File: src/sv/bbc_pkg.sv
// ----------------------------------------------------------------------------
// bbc_pkg
// Shared types and constants for the block buffer cache slot manager: the
// request and response payloads, the per-slot record held in memory and the
// controller state encoding.
// ----------------------------------------------------------------------------
package bbc_pkg;

    // Default number of cache slots.
    localparam int SLOT_COUNT_DEF = 8;

    // Fixed field widths.
    localparam int TAG_W        = 16;
    localparam int CNT_W        = 8;
    localparam int SLOT_FIELD_W = 3;

    // Saturation limit of a reference count.
    localparam logic [CNT_W-1:0] COUNT_MAX = {CNT_W{1'b1}};

    // Opcodes.
    localparam logic OP_READ    = 1'b0;
    localparam logic OP_RELEASE = 1'b1;

    // Input transaction payload.
    typedef struct packed {
        logic                    opcode;
        logic [TAG_W-1:0]        block_number;
        logic [SLOT_FIELD_W-1:0] slot_index;
    } t_req;

    // Output transaction payload.
    typedef struct packed {
        logic [SLOT_FIELD_W-1:0] slot;
        logic                    hit;
        logic                    fill_needed;
        logic                    no_free_slot;
    } t_rsp;

    // Result handed from the controller to the output stage.
    typedef struct packed {
        logic valid;
        t_rsp rsp;
    } t_res;

    // Per-slot record kept in the slot memory.
    typedef struct packed {
        logic [TAG_W-1:0] tag;
        logic             data_valid;
        logic [CNT_W-1:0] ref_count;
    } t_rec;

    localparam int REC_W = $bits(t_rec);

    // Controller states.
    typedef enum logic [2:0] {
        ST_IDLE,
        ST_SCAN,
        ST_COMMIT,
        ST_REL_RD,
        ST_DONE
    } t_state;

endpackage

File: src/sv/bbc_ram.sv
// ----------------------------------------------------------------------------
// bbc_ram
// Generic single-write, single-read synchronous RAM with a registered read port.
// ----------------------------------------------------------------------------
module bbc_ram #(
    parameter int WIDTH = 8,
    parameter int DEPTH = 8,
    parameter int AW    = (DEPTH > 1) ? $clog2(DEPTH) : 1
) (
    input  logic             i_clk,
    input  logic             i_we,
    input  logic [AW-1:0]    i_waddr,
    input  logic [WIDTH-1:0] i_wdata,
    input  logic [AW-1:0]    i_raddr,
    output logic [WIDTH-1:0] o_rdata
);

    logic [WIDTH-1:0] r_mem [DEPTH];
    logic [WIDTH-1:0] r_rdata;

    // Write port and registered read port.
    always_ff @(posedge i_clk) begin
        if (i_we) begin
            r_mem[i_waddr] <= i_wdata;
        end
        r_rdata <= r_mem[i_raddr];
    end

    assign o_rdata = r_rdata;

endmodule

File: src/sv/bbc_slot_ctrl.sv
// ----------------------------------------------------------------------------
// bbc_slot_ctrl
// Sequencer for the slot manager. A read sweeps the slot memory one entry
// per cycle, finding the first slot tagged with the block and the first
// unreferenced slot, then writes back the chosen record. A release reads
// one record and writes back the lowered count.
// ----------------------------------------------------------------------------
module bbc_slot_ctrl #(
    parameter int SLOT_COUNT = bbc_pkg::SLOT_COUNT_DEF,
    parameter int SW         = (SLOT_COUNT > 1) ? $clog2(SLOT_COUNT) : 1
) (
    input  logic                 i_clk,
    input  logic                 i_rst_n,
    // Request side.
    input  logic                 i_req_valid,
    output logic                 o_req_ready,
    input  bbc_pkg::t_req        i_req,
    // Slot memory port.
    output logic                 o_ram_we,
    output logic [SW-1:0]        o_ram_waddr,
    output logic [bbc_pkg::REC_W-1:0] o_ram_wdata,
    output logic [SW-1:0]        o_ram_raddr,
    input  logic [bbc_pkg::REC_W-1:0] i_ram_rdata,
    // Result side.
    output bbc_pkg::t_res        o_res,
    input  logic                 i_res_take
);

    import bbc_pkg::*;

    localparam logic [SW:0] LAST_ISSUE = (SW+1)'(SLOT_COUNT);

    t_state           r_state, n_state;
    t_req             r_req, n_req;
    logic [SW:0]      r_issue, n_issue;
    logic             r_chk_v, n_chk_v;
    logic [SW-1:0]    r_chk_idx, n_chk_idx;
    logic             r_found_m, n_found_m;
    logic [SW-1:0]    r_m_idx, n_m_idx;
    logic [CNT_W-1:0] r_m_cnt, n_m_cnt;
    logic             r_m_dv, n_m_dv;
    logic             r_found_f, n_found_f;
    logic [SW-1:0]    r_f_idx, n_f_idx;
    logic [SLOT_COUNT-1:0] r_assigned, n_assigned;
    t_rsp             r_rsp, n_rsp;

    t_rec             rd_rec;
    t_rec             wr_rec;
    logic             rd_assigned;
    logic [CNT_W-1:0] rd_cnt;

    // Decode the record returned by the memory; an unassigned slot reads as
    // empty whatever the memory holds.
    always_comb begin
        rd_rec      = t_rec'(i_ram_rdata);
        rd_assigned = r_assigned[r_chk_idx];
        rd_cnt      = rd_assigned ? rd_rec.ref_count : '0;
    end

    // Next state, memory access and result.
    always_comb begin
        n_state    = r_state;
        n_req      = r_req;
        n_issue    = r_issue;
        n_chk_v    = 1'b0;
        n_chk_idx  = r_chk_idx;
        n_found_m  = r_found_m;
        n_m_idx    = r_m_idx;
        n_m_cnt    = r_m_cnt;
        n_m_dv     = r_m_dv;
        n_found_f  = r_found_f;
        n_f_idx    = r_f_idx;
        n_assigned = r_assigned;
        n_rsp      = r_rsp;
        o_req_ready = 1'b0;
        o_ram_we    = 1'b0;
        o_ram_waddr = r_chk_idx;
        o_ram_raddr = r_issue[SW-1:0];
        wr_rec      = rd_rec;

        unique case (r_state)
            ST_IDLE: begin
                o_req_ready = 1'b1;
                o_ram_raddr = SW'(i_req.slot_index);
                if (i_req_valid) begin
                    n_req     = i_req;
                    n_issue   = '0;
                    n_found_m = 1'b0;
                    n_found_f = 1'b0;
                    n_rsp     = '0;
                    n_chk_idx = SW'(i_req.slot_index);
                    if (i_req.opcode == OP_RELEASE) begin
                        // Release of a slot past the end is dropped.
                        if (32'(i_req.slot_index) < SLOT_COUNT) begin
                            n_state = ST_REL_RD;
                        end else begin
                            n_state = ST_DONE;
                        end
                    end else begin
                        n_state = ST_SCAN;
                    end
                end
            end

            ST_SCAN: begin
                // Issue the next read while checking the previous one.
                if (r_issue != LAST_ISSUE) begin
                    n_issue   = r_issue + 1'b1;
                    n_chk_v   = 1'b1;
                    n_chk_idx = r_issue[SW-1:0];
                end
                if (r_chk_v) begin
                    if (!r_found_m && rd_assigned && rd_rec.tag == r_req.block_number) begin
                        n_found_m = 1'b1;
                        n_m_idx   = r_chk_idx;
                        n_m_cnt   = rd_rec.ref_count;
                        n_m_dv    = rd_rec.data_valid;
                    end
                    if (!r_found_f && rd_cnt == '0) begin
                        n_found_f = 1'b1;
                        n_f_idx   = r_chk_idx;
                    end
                end
                if (r_issue == LAST_ISSUE && !r_chk_v) begin
                    n_state = ST_COMMIT;
                end
            end

            ST_COMMIT: begin
                n_state = ST_DONE;
                if (r_found_m) begin
                    // Hit: raise the count and mark the data present.
                    o_ram_we          = 1'b1;
                    o_ram_waddr       = r_m_idx;
                    wr_rec.tag        = r_req.block_number;
                    wr_rec.data_valid = 1'b1;
                    wr_rec.ref_count  = (r_m_cnt == COUNT_MAX) ? r_m_cnt
                                                               : r_m_cnt + 1'b1;
                    n_rsp.slot        = SLOT_FIELD_W'(r_m_idx);
                    n_rsp.hit         = 1'b1;
                    n_rsp.fill_needed = !r_m_dv;
                end else if (r_found_f) begin
                    // Miss: claim the first unreferenced slot.
                    o_ram_we              = 1'b1;
                    o_ram_waddr           = r_f_idx;
                    wr_rec.tag            = r_req.block_number;
                    wr_rec.data_valid     = 1'b1;
                    wr_rec.ref_count      = CNT_W'(1);
                    n_assigned[r_f_idx]   = 1'b1;
                    n_rsp.slot            = SLOT_FIELD_W'(r_f_idx);
                    n_rsp.fill_needed     = 1'b1;
                end else begin
                    n_rsp.no_free_slot = 1'b1;
                end
            end

            ST_REL_RD: begin
                // Read data for the released slot is here; lower its count.
                n_state = ST_DONE;
                if (rd_cnt != '0) begin
                    o_ram_we         = 1'b1;
                    o_ram_waddr      = r_chk_idx;
                    wr_rec.ref_count = rd_cnt - 1'b1;
                end
            end

            ST_DONE: begin
                if (i_res_take) begin
                    n_state = ST_IDLE;
                end
            end

            default: begin
                n_state = ST_IDLE;
            end
        endcase
    end

    assign o_ram_wdata = REC_W'(wr_rec);
    assign o_res.valid = (r_state == ST_DONE);
    assign o_res.rsp   = r_rsp;

    // Control state.
    always_ff @(posedge i_clk) begin
        if (!i_rst_n) begin
            r_state    <= ST_IDLE;
            r_issue    <= '0;
            r_chk_v    <= 1'b0;
            r_found_m  <= 1'b0;
            r_found_f  <= 1'b0;
            r_assigned <= '0;
        end else begin
            r_state    <= n_state;
            r_issue    <= n_issue;
            r_chk_v    <= n_chk_v;
            r_found_m  <= n_found_m;
            r_found_f  <= n_found_f;
            r_assigned <= n_assigned;
        end
    end

    // Payload registers.
    always_ff @(posedge i_clk) begin
        r_req     <= n_req;
        r_chk_idx <= n_chk_idx;
        r_m_idx   <= n_m_idx;
        r_m_cnt   <= n_m_cnt;
        r_m_dv    <= n_m_dv;
        r_f_idx   <= n_f_idx;
        r_rsp     <= n_rsp;
    end

`ifndef SYNTHESIS
    // Memory writes happen only at the end of a transaction's work.
    a_write_state: assert property (@(posedge i_clk) disable iff (!i_rst_n)
        o_ram_we |-> (r_state == ST_COMMIT || r_state == ST_REL_RD))
        else $error("slot memory written outside commit");

    // The sweep pointer never runs past SLOT_COUNT, one beyond the last slot.
    a_issue_range: assert property (@(posedge i_clk) disable iff (!i_rst_n)
        r_issue <= LAST_ISSUE)
        else $error("sweep pointer out of range");

    // A full cache reports neither hit nor fill.
    a_nofree_excl: assert property (@(posedge i_clk) disable iff (!i_rst_n)
        (o_res.valid && o_res.rsp.no_free_slot) |->
            (!o_res.rsp.hit && !o_res.rsp.fill_needed))
        else $error("no free slot combined with hit or fill");

    // A claimed slot is marked assigned from the next cycle on.
    a_claim_tag: assert property (@(posedge i_clk) disable iff (!i_rst_n)
        (r_state == ST_COMMIT && !r_found_m && r_found_f) |=>
            r_assigned[$past(r_f_idx)])
        else $error("claimed slot not marked assigned");

    // A new transaction is taken only after the previous result left.
    a_one_at_time: assert property (@(posedge i_clk) disable iff (!i_rst_n)
        (r_state == ST_DONE && !i_res_take) |=> (r_state == ST_DONE))
        else $error("result dropped before it was taken");
`endif

endmodule

File: src/sv/block_buffer_cache_slot_manager_unit.sv
// ----------------------------------------------------------------------------
// block_buffer_cache_slot_manager_unit
// Tag and reference-count manager for a small fully associative disk block
// cache.
//
// Usage:
//   Requests enter on the input channel (i_in_valid / o_in_ready /
//   i_in_data). A read looks up a block number, raises the count of the
//   matching slot or claims the first unreferenced one; a release lowers the
//   count of a slot. Every request yields one response on the output channel
//   (o_out_valid / i_out_ready / o_out_data).
//   Per-slot records (tag, data-valid flag, count) live in one synchronous
//   memory with one read and one write port. A read sweeps it one slot per
//   cycle; a release reads and writes back only its own slot. One request
//   is worked on at a time, so a new request is not taken while a read or
//   a release is still in progress.
//   Reset clears the tag-assigned flags, which makes every slot read as
//   empty; there is no clearing pass and the block is ready the cycle after
//   reset. A response waits in the output register while the receiver
//   stalls; the next request is accepted once the prior result has moved
//   into that register, and it stalls at its end until the register frees.
// ----------------------------------------------------------------------------
module block_buffer_cache_slot_manager_unit #(
    parameter int SLOT_COUNT = bbc_pkg::SLOT_COUNT_DEF
) (
    input  logic          i_clk,
    input  logic          i_rst_n,
    input  logic          i_in_valid,
    output logic          o_in_ready,
    input  bbc_pkg::t_req i_in_data,
    output logic          o_out_valid,
    input  logic          i_out_ready,
    output bbc_pkg::t_rsp o_out_data
);

    import bbc_pkg::*;

    localparam int SW = (SLOT_COUNT > 1) ? $clog2(SLOT_COUNT) : 1;

    logic             ram_we;
    logic [SW-1:0]    ram_waddr;
    logic [REC_W-1:0] ram_wdata;
    logic [SW-1:0]    ram_raddr;
    logic [REC_W-1:0] ram_rdata;
    t_res             res;
    logic             res_take;
    logic             r_out_valid;
    t_rsp             r_out;

    // Slot record memory.
    bbc_ram #(
        .WIDTH (REC_W),
        .DEPTH (SLOT_COUNT),
        .AW    (SW)
    ) u_slot_ram (
        .i_clk   (i_clk),
        .i_we    (ram_we),
        .i_waddr (ram_waddr),
        .i_wdata (ram_wdata),
        .i_raddr (ram_raddr),
        .o_rdata (ram_rdata)
    );

    // Lookup and count sequencer.
    bbc_slot_ctrl #(
        .SLOT_COUNT (SLOT_COUNT),
        .SW         (SW)
    ) u_ctrl (
        .i_clk       (i_clk),
        .i_rst_n     (i_rst_n),
        .i_req_valid (i_in_valid),
        .o_req_ready (o_in_ready),
        .i_req       (i_in_data),
        .o_ram_we    (ram_we),
        .o_ram_waddr (ram_waddr),
        .o_ram_wdata (ram_wdata),
        .o_ram_raddr (ram_raddr),
        .i_ram_rdata (ram_rdata),
        .o_res       (res),
        .i_res_take  (res_take)
    );

    // Output register: takes a result when empty or being drained.
    assign res_take = res.valid && (!r_out_valid || i_out_ready);

    always_ff @(posedge i_clk) begin
        if (!i_rst_n) begin
            r_out_valid <= 1'b0;
        end else if (res_take) begin
            r_out_valid <= 1'b1;
        end else if (i_out_ready) begin
            r_out_valid <= 1'b0;
        end
    end

    always_ff @(posedge i_clk) begin
        if (res_take) begin
            r_out <= res.rsp;
        end
    end

    assign o_out_valid = r_out_valid;
    assign o_out_data  = r_out;

endmodule

File: config.mk
export PLATFORM = sky130hd
export DESIGN_NAME = block_buffer_cache_slot_manager_unit
export DESIGN_NICKNAME = d
export VERILOG_FILES = /design/src/sv/bbc_pkg.sv /design/src/sv/bbc_ram.sv /design/src/sv/bbc_slot_ctrl.sv /design/src/sv/block_buffer_cache_slot_manager_unit.sv
export SDC_FILE = /design/constraint.sdc
export NUM_CORES = 1
export LEC_CHECK = 0
export ABC_AREA = 1
export BUFFER_PORTS_ARGS = -buffer_cell sky130_fd_sc_hd__buf_2
export CORE_MARGIN = 4
export CORE_UTILIZATION = 30
export DETAILED_ROUTE_END_ITERATION = 8
export GPL_TIMING_DRIVEN = 0
export PLACE_DENSITY = 0.55
export SLEW_MARGIN = 20
export SYNTH_ARGS = -nofsm -noshare
export SYNTH_HDL_FRONTEND = slang
export SYNTH_SLANG_ARGS = --single-unit
export TNS_END_PERCENT = 30
File: constraint.sdc
create_clock -name i_clk -period 9.4 [get_ports i_clk]
set_input_delay 1.88 -clock i_clk [delete_from_list [all_inputs] [get_ports i_clk]]
set_output_delay 1.88 -clock i_clk [all_outputs]
set_load 0.02 [all_outputs]
Word level (Yosys, flattened, before mapping)
Memory sizes are Yosys's and may differ from the RTL's. A register that Yosys moved wholly into a read port is not among the register bits.
Index checks and enable logic that the tools add are counted.
{ "classes": {"n_addsub": 3, "magnitude_cmp": 3, "n_eq_ne": 19, "n_mux": 52, "bitwise_logic": 2, "n_reduce_logical": 31} }
{ "op_table": {"columns": ["op", "count"], "rows": [
  ["25-bit two-way mux", 2],
  ["3-bit two-way mux", 11],
  ["8-bit two-way mux", 3],
  ["1-bit two-way mux", 21],
  ["3-bit AND reduction", 7],
  ["17-bit two-way mux", 1],
  ["16-bit == test", 1],
  ["8-bit one-hot mux with 2 select lines", 1],
  ["2-bit by 1-bit inequality test with 1-bit output, second input constant", 7],
  ["3-bit one-hot mux with 4 select lines", 1],
  ["6-bit one-hot mux with 2 select lines", 1],
  ["4-bit AND reduction", 3],
  ["8-bit by 1-bit adder with 8-bit output, second input constant", 1],
  ["8-bit == test, second input constant", 1],
  ["8-bit zero test", 1],
  ["3-bit by 4-bit less-than comparator with 1-bit output, second input constant", 2],
  ["4-bit two-way mux", 2],
  ["8-bit bitwise OR", 1],
  ["4-bit one-hot mux with 2 select lines", 1],
  ["8-bit nonzero test", 1],
  ["8-bit by 1-bit subtractor with 8-bit output, second input constant", 1],
  ["3-bit by 2-bit == test with 1-bit output, second input constant", 2],
  ["1-bit logical AND", 6],
  ["6-bit two-way mux", 1],
  ["other kinds (20)", 31]
]} }
{ "word_totals": {"regBits": 65, "ram_bits": 200, "inputBits": 24, "out_inout_bits": 8, "elab_cells": 132, "memories": 1} }
{ "mem_list": {"columns": ["name", "depth", "width", "read_ports", "rd_ports_with_merged_regs", "write_ports", "line", "source"], "rows": [
  ["u_slot_ram.r_mem", 8, 25, 1, 1, 1, "bbc_ram.sv:18", "logic [WIDTH-1:0] r_mem [DEPTH];"]
]} }

Depth between registers and ports, before layout
{ "depth": {"word_depth": 8, "mapped_depth": 16, "depth_no_buf": 15} }

By module
From an unflattened synthesis, not the netlist that was laid out.
{ "hier_totals": {"hier_cells": 1394, "area_unflattened_um2": 13151.4} }
{ "modules_own_cells": {"columns": ["mod", "n_inst", "cells_each", "area_each_um2", "seq_area_each_um2"], "rows": [
  ["bbc_ram", 1, 907, 9262.6, 6506.2],
  ["bbc_slot_ctrl", 1, 474, 3657.3, 1561.5],
  ["block_buffer_cache_slot_manager_unit", 1, 13, 231.5, 200.2]
]} }

Worst setup path before layout
OpenSTA, ideal clock, no wires.
{ "synth_path": {"kind": "reg-to-reg", "start": "register u_ctrl.r_chk_idx[0]", "end": "memory u_slot_ram.r_mem[0][0] in the netlist's numbering, enable pin", "setup_ns": 0.407, "t_arrival_ns": 2.867, "required_ns": 8.993, "slack_ns": 6.126, "stages_incl_launch_ff": 16, "n_path_buf": 1, "period_less_slack_ns": 3.274, "cell_sequence": "edfxtp_1 > nand2_1 > nand3_1 > nand2_1 > nand2_1 > nand2_1 > buf_2 > nand2_1 > ha_1 > inv_1 > nor2_4 > nand2_2 > nand2_2 > nand2_2 > nand2_1 > nor2_1"} }
{ "synth_via": {"elab_chain_len": 8, "word_cells_on_any_way": 11, "classes_between": "10 x mux; 1 x reduce/logical"} }
{ "synth_rtl": {"columns": ["element", "line", "source"], "rows": [
  ["start, declared", "bbc_slot_ctrl.sv:37", "logic [SW-1:0] r_chk_idx, n_chk_idx;"],
  ["start signal, assigned", "bbc_slot_ctrl.sv:205", "r_chk_idx <= n_chk_idx;"],
  ["1-bit binary-select mux with 3-bit select", "bbc_slot_ctrl.sv:56", "rd_assigned = r_assigned[r_chk_idx];"],
  ["1-bit two-way mux (implied by the code)", "bbc_slot_ctrl.sv:56", null],
  ["8-bit two-way mux", "bbc_slot_ctrl.sv:57", "rd_cnt = rd_assigned ? rd_rec.ref_count : '0;"],
  ["8-bit nonzero test", "bbc_slot_ctrl.sv:160", "if (rd_cnt != '0) begin"],
  ["1-bit two-way mux", "bbc_slot_ctrl.sv:160", null],
  ["1-bit one-hot mux with 2 select lines", "bbc_slot_ctrl.sv:81", "unique case (r_state)"],
  ["1-bit two-way mux", "bbc_ram.sv:23", "if (i_we) begin"],
  ["1-bit two-way mux (implied by the code)", "bbc_ram.sv:24", "r_mem[i_waddr] <= i_wdata;"],
  ["end, declared", "bbc_ram.sv:18", null]
]} }
Parallel ways exist; a longest one is shown, timed or not. The select of a mux whose other input is x is not followed.

Worst setup path in the final report
{ "layout_path": {"start": "register u_ctrl.r_chk_idx[0]", "end": "memory u_slot_ram.r_mem[3][3] in the netlist's numbering, enable pin"} }
Same word-level chain as after synthesis.

==> results.json <==
{
  "max_stage_delay_ps": 510,
  "yosys_warnings": 0,
  "arrival_ps": 3720,
  "maxCapViolCount": 0,
  "grt_start_max_net_pins": 18,
  "end_kind": "register",
  "vias": 8228,
  "cts_max_path_buffers": 3,
  "nets": 1214,
  "rsz0062_at_grt": "false",
  "wl_mm": 30.2,
  "core_area_mm2": 0.0401,
  "pre_cts_slack_ps": 5870,
  "die_height_um": 210,
  "start_util_pct": 30.6,
  "wl_per_cell_um": 17.4,
  "synth_edf_count": 246,
  "path_cells": "inv_2 -> nand2_1 -> nand3_1 -> nand3_1 -> nand2_1 -> nor2_1 -> inv_1 -> ha_1 -> inv_1 -> nor2_4 -> nand2_2 -> nand2_2 -> nand2_2 -> nand2_1 -> nor2_4 -> buf_16",
  "combPwrFrac_pct": 20.5,
  "die_w_um": 210,
  "num_rows": 73,
  "peakVddDrop_mv": 0.145,
  "mostFrequentLayoutCell": "edfxtp_1",
  "hpwl_mm": 20.3,
  "critical_path_class": "register to register",
  "ys_async_sr_fraction_pct": 0,
  "cp_data_required_time_ps": 9640,
  "ys_ff_latch": 290,
  "synth_cell_types": 40,
  "tns_ps": 0,
  "final_cell_mix": "246 x edfxtp_1, 165 x nand2_1, 142 x nor2_1",
  "place_congestion": 0.876,
  "start_kind": "register",
  "diodes": 0,
  "worst_pin_slew_ps": 989,
  "slowest_stage": "edfxtp_1",
  "slew_viol_final": 0,
  "layout_setup_ws_ps": 5930,
  "gr-total-overflow": 0,
  "ant_nets": 0,
  "cts.htree.levels": 1,
  "top_level_ports": 32,
  "ctsResizeCount": 0,
  "setup_viol": 0,
  "syn_area_per_cell_um2": 11.0,
  "clock_sinks": 290,
  "grt_pass1_vias": 8052,
  "drive_gt1_share_pct": 13.2,
  "cts_buffers": 29,
  "cp_top_family": "simple AND/OR/NAND/NOR gates",
  "clockPowerShare_pct": 32.4,
  "ys_seq_area_share_pct": 67.4,
  "max_freq_ghz": 0.288,
  "period_minus_slack_ps": 3470,
  "dieArea_mm2": 0.0442,
  "swShare_pct": 30.0,
  "leakage_nw": 5.22,
  "hold_class": "register to register",
  "power.internal_mw": 2.41,
  "dr.pass1.iters": 5,
  "p_switching_mw": 1.03,
  "p_seq_share_pct": 47.1,
  "status": "finished clean",
  "cp_max_fo": 17,
  "synth_area_mm2": 0.0123,
  "syn_inst": 1115,
  "avgViaCountPerCell": 4.75,
  "numPortBuffers": 31,
  "cts_tree": "built",
  "clk_latency_ps": 550,
  "min-delay-start": "u_ctrl.o_res[0]",
  "r2r_start": "u_ctrl.r_chk_idx[0]",
  "slew_headroom_pct": 33.8,
  "synth_ff_type": "edfxtp_1",
  "antenna_found_initial": 0,
  "post_cts_buffers": 0,
  "drcViolationCount": 0,
  "fin_crit_sh_pct": 36.9,
  "drtIter0Drc": 565,
  "synthesis.nets": 1144,
  "cts.reportedPaths.clkPinSlew_ps": 60,
  "worst-path-buf-inv": 4,
  "area_delta_synth_final_pct": 16.4,
  "finalHoldViolCount": 0,
  "startpoint": "u_ctrl.r_chk_idx[0]",
  "powerDensity_mw_per_mm2": 241,
  "hold_buffers": 0,
  "fin_skew_ps": 13.1,
  "ctsRootBufferMaster": "clkbuf_16",
  "track_usage_pct": 13.4,
  "grt_pass1_wl_mm": 46.9
}
## synth_stat cells (3+ instances only)
| cell | n | share of area (%) |
|---|---|---|
| edfxtp_1 | 246 | 60 |
| nand2_1 | 165 | 5.1 |
| nor2_1 | 150 | 4.6 |
| o21ai_1 | 103 | 4.2 |
| inv_1 | 98 | 3.0 |
| o211ai_1 | 52 | 3.2 |
| dfxtp_1 | 44 | 7.2 |
| nand3_1 | 32 | 1.3 |
| o21ai_0 | 32 | 1.3 |
| or2_1 | 30 | 1.5 |
| buf_2 | 24 | 0.98 |
| a21oi_1 | 23 | 0.94 |
| or2_2 | 18 | 0.92 |
| clkbuf_1 | 13 | 0.40 |
| nor3_1 | 10 | 0.41 |
| inv_2 | 9 | 0.28 |
| nand4_1 | 6 | 0.31 |
| ha_1 | 5 | 0.51 |
| or2_0 | 5 | 0.26 |
| xor2_1 | 5 | 0.36 |
| a22oi_1 | 4 | 0.24 |
| nand2_2 | 4 | 0.20 |
| a211oi_1 | 3 | 0.18 |
| buf_6 | 3 | 0.28 |
| nand3b_1 | 3 | 0.18 |
| nor2_4 | 3 | 0.28 |
| nor4_1 | 3 | 0.15 |
| o21ai_2 | 3 | 0.21 |
| o31ai_1 | 3 | 0.18 |
| xnor2_1 | 3 | 0.21 |
## layer usage
layer	wire length (um)	global-route usage, %
met5	0	0
met2	13400	21.1
met3	1570	1.80
met4	949	4.43
met1	14300	19.3
## metrics by stage
stage                     instance area (um2)  instances  total power [mW]  hold slack, ps  utilization (%)
final                                   14300       1731              3.44             418             35.6
after global routing                    14300       1731              3.61             429             35.6
after floorplan                         12300       1115              2.10             400                -
after detailed placement                13400       1679              2.35             406             33.3
after global placement                  13100       1671              2.33             402             32.6
after CTS                               14300       1731              3.47             420             35.6
## worst paths after layout
path | slack, ps | depth (start not counted) | end
worst min register to register | 420 | 0 | o_out_data[0]
worst max-delay path | 5930 | 16 | u_slot_ram.r_mem[3][3]
worst min-delay path | 420 | 0 | o_out_data[0]
worst max register to register | 5930 | 16 | u_slot_ram.r_mem[3][3]
## kinds of logic after synthesis
| logic type | after synthesis | synth area share, % |
|---|---|---|
| buf+inv | 150 | 5.08 |
| fa+ha+maj | 5 | 0.510 |
| simple gates | 433 | 15.5 |
| flops | 290 | 67.4 |
| xor+xnor | 8 | 0.571 |
| compound gates | 229 | 10.9 |
## sequential cells by signal (all words and copies together), names as in the netlist
signal,cells
u_ctrl.r_m_cnt,8
o_out_data,6
u_ctrl.r_chk_idx,3
u_ctrl.r_chk_v,1
o_out_valid,1
u_ctrl.r_f_idx,3
u_ctrl.r_m_idx,3
u_ctrl.r_issue,4
u_ctrl.r_m_dv,1
u_ctrl.r_assigned,8
u_ctrl.r_req,16
u_ctrl.r_found_f,1
u_ctrl.o_res,6
u_slot_ram.r_mem,200
u_ctrl.r_state,3
u_ctrl.r_found_m,1
u_slot_ram.o_rdata,25
## layout make-up
cell class	instances	area [um2]
Fill cell	3952	25800
Multi-Input combinational cell	675	3440
Sequential cell	290	8270
Clock inverter	15	119
Clock buffer	37	796
Timing Repair Buffer	39	375
Tap cell	525	657
Buffer	42	218
Inverter	108	405
## power by group through the flow
stage | sequential (mW) | combinational, mW | clock, mW
floorplan | 1.63 | 0.471 | 0
global route | 1.63 | 0.793 | 1.19
global placement | 1.65 | 0.686 | 0
finish | 1.62 | 0.706 | 1.12
detailed placement | 1.65 | 0.703 | 0
CTS | 1.62 | 0.707 | 1.14
No activity file was read; power rests on OpenSTA's default activity.
